--- config.mk ---
export PLATFORM = sky130hd
export DESIGN_NAME = breakpoint_address_table_core
export DESIGN_NICKNAME = d
export VERILOG_FILES = /design/src/rtl/bat_pkg.sv /design/src/rtl/bat_cell.sv /design/src/rtl/breakpoint_address_table_core.sv
export SDC_FILE = /design/constraint.sdc
export NUM_CORES = 2
export LEC_CHECK = 0
export ABC_CLOCK_PERIOD_IN_PS = 32200
export BUFFER_PORTS_ARGS = -buffer_cell sky130_fd_sc_hd__buf_2
export CORE_MARGIN = 2
export CORE_UTILIZATION = 40
export CTS_CLUSTER_SIZE = 14
export DETAILED_ROUTE_END_ITERATION = 7
export HOLD_SLACK_MARGIN = 0.1
export SLEW_MARGIN = 30
export SYNTH_ARGS = -nofsm -noshare
export SYNTH_HDL_FRONTEND = slang
export SYNTH_HIERARCHICAL = 1
export SYNTH_SLANG_ARGS = --single-unit
--- constraint.sdc ---
create_clock -name clk -period 32.2 [get_ports clk]
set_input_delay 8.05 -clock clk [delete_from_list [all_inputs] [get_ports clk]]
set_output_delay 8.05 -clock clk [all_outputs]
set_load 0.01 [all_outputs]
--- src/rtl/bat_pkg.sv ---
// ----------------------------------------------------------------------------
// bat_pkg
// Shared types and constants for the breakpoint address table.
// ----------------------------------------------------------------------------
package bat_pkg;

  localparam int DefEntries   = 16;
  localparam int DefFlagWidth = 16;
  localparam int AddrWidth    = 64;
  localparam int PortFlagW    = 16;

  typedef enum logic [1:0] {
    KIND_SET       = 2'd0,
    KIND_CLEAR     = 2'd1,
    KIND_LOOKUP    = 2'd2,
    KIND_CLEAR_ALL = 2'd3
  } kind_t;

  typedef enum logic [1:0] {
    STAT_OK   = 2'd0,
    STAT_FAIL = 2'd1,
    STAT_FULL = 2'd2
  } status_t;

  typedef enum logic [2:0] {
    ST_IDLE = 3'b001,
    ST_CMP  = 3'b010,
    ST_UPD  = 3'b100
  } state_t;

  // command broadcast to every cell of the row
  typedef struct packed {
    kind_t                kind;
    logic [AddrWidth-1:0] address;
    logic                 any_match;
    logic                 compare;
    logic                 commit;
  } cmd_t;

endpackage

--- src/rtl/bat_cell.sv ---
// ----------------------------------------------------------------------------
// bat_cell
// One table entry: compares against the command and applies its update,
// passing the free-slot priority to its neighbor.
// ----------------------------------------------------------------------------
module bat_cell
  import bat_pkg::*;
#(
  parameter int FLAG_WIDTH = DefFlagWidth
) (
  input  logic                  clk,
  input  logic                  rst,
  input  cmd_t                  cmd,
  input  logic [FLAG_WIDTH-1:0] cmd_fb,
  input  logic                  free_in,
  output logic                  free_out,
  output logic                  match,
  output logic                  no_common,
  output logic [FLAG_WIDTH-1:0] flags_out
);

  logic                  valid;
  logic                  valid_next;
  logic [AddrWidth-1:0]  address;
  logic [AddrWidth-1:0]  address_next;
  logic [FLAG_WIDTH-1:0] flags;
  logic [FLAG_WIDTH-1:0] flags_next;
  logic [FLAG_WIDTH-1:0] cleared;
  logic                  free_q;
  logic                  take;
  logic                  common;

  always_ff @(posedge clk) begin
    if (rst) begin
      valid  <= 1'b0;
      match  <= 1'b0;
      free_q <= 1'b0;
    end else begin
      if (cmd.compare) begin
        match  <= valid && (address == cmd.address);
        free_q <= !valid;
      end
      if (cmd.commit) begin
        valid <= valid_next;
      end
    end
  end

  always_ff @(posedge clk) begin
    if (cmd.commit) begin
      address <= address_next;
      flags   <= flags_next;
    end
  end

  assign take     = free_q && !free_in;
  assign free_out = free_in || free_q;
  assign common   = |(flags & cmd_fb);
  assign cleared  = flags & ~cmd_fb;

  always_comb begin
    valid_next   = valid;
    address_next = address;
    flags_next   = flags;
    case (cmd.kind)
      KIND_SET: begin
        if (match) begin
          flags_next = flags | cmd_fb;
        end else if (!cmd.any_match && take) begin
          valid_next   = 1'b1;
          address_next = cmd.address;
          flags_next   = cmd_fb;
        end
      end
      KIND_CLEAR: begin
        if (match && common) begin
          flags_next = cleared;
          if (cleared == '0) begin
            valid_next = 1'b0;
          end
        end
      end
      KIND_LOOKUP: begin
      end
      KIND_CLEAR_ALL: begin
        valid_next = 1'b0;
      end
      default: begin
      end
    endcase
  end

  assign no_common = match && !common;
  assign flags_out = match ? flags_next : '0;

endmodule

--- src/rtl/breakpoint_address_table_core.sv ---
// An input transfer is registered, then compared in the cell row, then committed with
// free-slot priority rippling along the row into the output register.
// A new command is taken only while idle or while its predecessor commits.
// A waiting result stalls the commit until it is taken; the input stays closed.
// Reset (synchronous) empties the table by clearing every valid bit.
// ----------------------------------------------------------------------------
// breakpoint_address_table_core
// Breakpoint address table built as a row of entry cells with set, clear,
// lookup and clear-all commands.
// ----------------------------------------------------------------------------
module breakpoint_address_table_core
  import bat_pkg::*;
#(
  parameter int ENTRIES    = DefEntries,
  parameter int FLAG_WIDTH = DefFlagWidth
) (
  input  logic                 clk,
  input  logic                 rst,
  input  logic                 in_valid,
  output logic                 in_stall,
  input  logic [1:0]           kind,
  input  logic [AddrWidth-1:0] address,
  input  logic [PortFlagW-1:0] flag_bits,
  output logic                 out_valid,
  input  logic                 out_stall,
  output logic [1:0]           status,
  output logic                 hit,
  output logic [PortFlagW-1:0] entry_flags
);

  state_t                state;
  state_t                state_next;
  kind_t                 kind_q;
  logic [AddrWidth-1:0]  addr_q;
  logic [FLAG_WIDTH-1:0] fb_q;
  logic [FLAG_WIDTH-1:0] fb_in;
  logic                  accept;
  logic                  commit;
  logic                  any_match;
  logic                  any_no_common;
  logic                  full;
  cmd_t                  cmd;
  logic [ENTRIES:0]      free_chain;
  logic [ENTRIES-1:0]    match_vec;
  logic [ENTRIES-1:0]    no_common_vec;
  logic [FLAG_WIDTH-1:0] cell_flags [ENTRIES];
  logic [FLAG_WIDTH-1:0] res_flags;
  logic [PortFlagW-1:0]  res_flags_port;
  status_t               res_status;
  logic                  res_hit;

  generate
    if (FLAG_WIDTH <= PortFlagW) begin : g_narrow
      assign fb_in = flag_bits[FLAG_WIDTH-1:0];
      assign res_flags_port = PortFlagW'(res_flags);
    end else begin : g_wide
      assign fb_in = {{(FLAG_WIDTH-PortFlagW){1'b0}}, flag_bits};
      assign res_flags_port = res_flags[PortFlagW-1:0];
    end
  endgenerate

  assign commit   = (state == ST_UPD) && (!out_valid || !out_stall);
  assign in_stall = !((state == ST_IDLE) || commit);
  assign accept   = in_valid && !in_stall;

  always_comb begin
    state_next = state;
    case (state)
      ST_IDLE: if (accept) state_next = ST_CMP;
      ST_CMP:  state_next = ST_UPD;
      ST_UPD: begin
        if (commit) begin
          state_next = accept ? ST_CMP : ST_IDLE;
        end
      end
      default: state_next = ST_IDLE;
    endcase
  end

  always_ff @(posedge clk) begin
    if (rst) begin
      state <= ST_IDLE;
    end else begin
      state <= state_next;
    end
  end

  always_ff @(posedge clk) begin
    if (accept) begin
      kind_q <= kind_t'(kind);
      addr_q <= address;
      fb_q   <= fb_in;
    end
  end

  assign cmd.kind      = kind_q;
  assign cmd.address   = addr_q;
  assign cmd.any_match = any_match;
  assign cmd.compare   = (state == ST_CMP);
  assign cmd.commit    = commit;

  assign free_chain[0] = 1'b0;

  generate
    for (genvar i = 0; i < ENTRIES; i++) begin : g_cell
      bat_cell #(
        .FLAG_WIDTH(FLAG_WIDTH)
      ) u_cell (
        .clk      (clk),
        .rst      (rst),
        .cmd      (cmd),
        .cmd_fb   (fb_q),
        .free_in  (free_chain[i]),
        .free_out (free_chain[i+1]),
        .match    (match_vec[i]),
        .no_common(no_common_vec[i]),
        .flags_out(cell_flags[i])
      );
    end
  endgenerate

  assign any_match     = |match_vec;
  assign any_no_common = |no_common_vec;
  assign full          = !free_chain[ENTRIES];

  always_comb begin
    res_flags = '0;
    for (int i = 0; i < ENTRIES; i++) begin
      res_flags = res_flags | cell_flags[i];
    end
  end

  always_comb begin
    res_status = STAT_OK;
    res_hit    = any_match;
    case (kind_q)
      KIND_SET:       if (!any_match && full) res_status = STAT_FULL;
      KIND_CLEAR:     if (!any_match || any_no_common) res_status = STAT_FAIL;
      KIND_LOOKUP:    res_status = STAT_OK;
      KIND_CLEAR_ALL: res_hit = 1'b0;
      default:        res_status = STAT_OK;
    endcase
  end

  always_ff @(posedge clk) begin
    if (rst) begin
      out_valid <= 1'b0;
    end else if (commit) begin
      out_valid <= 1'b1;
    end else if (!out_stall) begin
      out_valid <= 1'b0;
    end
  end

  always_ff @(posedge clk) begin
    if (commit) begin
      status      <= res_status;
      hit         <= res_hit;
      entry_flags <= (kind_q == KIND_CLEAR_ALL) ? '0 : res_flags_port;
    end
  end

endmodule

==> run summary <==
Status: finished, final reports clean
Die Width: 430 microns
Sw Share: 23.8%
Rel. slew slack: 23.9%
Routed Antenna Nets: 0
Final Cycle Share: 52.5%
# fillers: 16200
P_int: 3200 uW
Tot Pwr: 4200 uW
Vias in the first global route: 46800
Synth area leaders: edfxtp_1, xnor2_1, a31oi_1, o22ai_1, o22a_1
Site Rows: 156
Final setup fails: 0
Post-synthesis area per instance: 12.4 sq um
Share of the yosys chip area belonging to registers: 58.6%
Leakage power: 0.0260 uW
Setup bufs post-CTS: 0
Initial DRC Count: 5331
Worst setup EP type: primary output
Measured slew at the worst slew-check pin: 1.13 ns
WP data required: 24.15 ns
CP Class: in2out
Initial antenna violation count: 4
RSZ-0062 raised after global routing: false
Cell variety after synth: 56
Initial Util: 40.2%
Number of top-level pins: 107
WL final: 200 mm
Reg-to-Reg Start: g_cell[0].u_cell/free_q
Ys async rst share: 0%
Biggest area consumer among synthesized cells: edfxtp_1
Worst VDD drop: 0.0478 mV
Setup_tns: 0 ns
Crit start category: input port
Worst min path class: reg2reg
Clock Root Buffer: clkbuf_16
Critical-path maximum fanout: 5
Met3 Use GR: 3.60%
Synth top cells by count: edfxtp_1, xnor2_1, a31oi_1
Number of flops mapped to enable cells by yosys: 1381
Share of cells above drive strength 1: 11.6%
Area grow syn2layout: 13.0%
DP Area: 76400 sq um
Nets@finish: 6151
Vias per inst: 5.94
Minimum clock period: 16.91 ns
Clock-pin slew on the worst setup and hold paths: 0.06 ns
Post-layout util: 45.4%
Most frequent cell after synthesis: edfxtp_1
Worst-case clock buffer depth: 3
R2r setup slk: 24.61 ns
PwrDens: 51.3 nW/um^2
Die H: 430 microns
Routability Congestion: 0.914
Crit path launch: out_stall
Most used flip-flop cell after synthesis: edfxtp_1
Yosys top cell area share: 57.2%
# DRC: 0
Dpl hpwl: 118 mm
Switching power of the nets: 1000 uW
Cts bufs inserted: 161
Via Count: 50900
Post-Synthesis Cells: 5838
Post-CTS Resized: 0
Fmax: 59.1 MHz
Drt pass-1 iters: 7
Gr busiest metal: met2
Met1 global-route usage: 30.0%
Clk pwr share: 43.6%
First-pass GRT wire length: 300 mm
Fin. Hold Viols: 0
# hold bufs at CTS: 0
Die area: 185000 sq um
Port Buffer Count: 106
Wire per inst: 23.4 microns
Sequential power share: 49.0%
Worst-Skew Late Latency: 0.84 ns
Synthesis Warnings: 6
Clock tree from TritonCTS: done
Clock sinks: 1433
Final max-slew violation count: 0
Seq cells post-synth: 1433
Core Area: 181000 sq um
WP data arrival: 8.86 ns
H-tree levels: 4
HP Start: addr_q[47]
Post-route cell area: 81900 sq um
Mapped cell area: 72500 sq um
Skew final: 0.0773 ns
Total global routing overflow: 0
Largest net degree at the start of global routing: 104
Met2 Use GR: 32.1%
Comb power frac: 7.4%
Gr usage total: 21.0%
Max_cap viols: 0
==> logic make-up after synthesis <==
| group | after synthesis | synth area share (%) |
|---|---|---|
| AO/OA/AOI/OAI | 1800 | 17.2 |
| flip-flops | 1433 | 58.6 |
| AND/OR/NAND/NOR | 1129 | 10.2 |
| XOR/XNOR | 816 | 9.85 |
| buffers and inverters | 658 | 4.08 |
| multiplexers | 1 | 0.0138 |
| other | 1 | 0.00517 |
==> power by group through the flow <==
stage,combinational [uW],clock [uW],sequential [uW]
3_3_place_gp,302,0,2100
5_1_grt,335,1940,2060
3_5_place_dp,308,0,2100
4_1_cts,309,1880,2060
6_report,310,1830,2060
2_1_floorplan,143,0,2170
==> per-stage QoR <==
| step | setup slack, ns | instances | hold slack [ns] |
|---|---|---|---|
| floorplan | 5.61 | 5839 | 0.437 |
| global placement | 15.25 | 8262 | 0.436 |
| detailed placement | 15.29 | 8265 | 0.444 |
| CTS | 15.29 | 8559 | 0.458 |
| global route | 15.20 | 8566 | 0.478 |
| finish | 15.29 | 8567 | 0.453 |
==> layer usage <==
metal,vias to the layer above,routed length (microns),share of wire (%)
met4,6,6540,3.3
met3,329,14800,7.4
met2,1956,90500,45
met1,25200,88400,44
li1,23500,-,-
met5,-,26,0.013
==> cell usage in the layout (no fill, tap or decap), types with 17 or more instances in the layout <==
cell,instances
a22o_1,64
a211oi_1,17
a21oi_1,51
nor2b_1,48
clkbuf_1,38
edfxtp_1,1381
and4_1,17
o21ai_0,240
o32ai_1,32
clkinv_2,30
nor2_1,86
buf_4,138
xor2_1,96
nor4_1,141
nor3b_4,33
buf_2,105
nand2_1,18
and2_1,257
dfxtp_1,52
nand4_1,177
o2111ai_1,32
clkbuf_16,164
o22a_1,240
a221oi_1,80
clkinv_4,18
nand2b_1,114
or2_2,48
inv_1,400
nand3_1,49
o22ai_1,432
a31oi_1,480
clkinv_1,45
xnor2_1,720
or4_1,32
o21ai_1,32
==> registers in the layout (all words and copies together), names as in the netlist <==
register / flops
g_cell.u_cell/match: 16
g_cell.u_cell/address: 1024
status: 2
state: 3
g_cell.u_cell/free_q: 16
kind_q: 2
entry_flags: 16
g_cell.u_cell/flags: 256
hit: 1
out_valid: 1
g_cell.u_cell/valid: 16
addr_q: 64
fb_q: 16
==> worst paths after layout <==
| kind | to | cells past startpoint |
|---|---|---|
| worst min-delay path | g_cell[7].u_cell/address[47] | 0 |
| worst min register to register | g_cell[7].u_cell/address[47] | 0 |
| worst max-delay path | in_stall | 5 |
| worst max register to register | g_cell[15].u_cell/valid | 22 |
==> cell type report <==
cell class | count | area, sq um | share of cell area [%]
Antenna cell | 1 | 2.50 | 0.00305
Clock buffer | 206 | 4300 | 5.25
Clock inverter | 88 | 1030 | 1.26
Inverter | 448 | 1760 | 2.15
Multi-Input combinational cell | 3748 | 27300 | 33.3
Sequential cell | 1433 | 42500 | 51.9
Tap cell | 2370 | 2970 | 3.62
Timing Repair Buffer | 273 | 2070 | 2.53
==> worst max-delay path: stages <==
cell and delay [ns]:
buf_2 0.14, a21oi_1 0.17, mux2i_1 0.14, or2_1 0.23, buf_2 0.13
(Power assumes the default switching activity.)
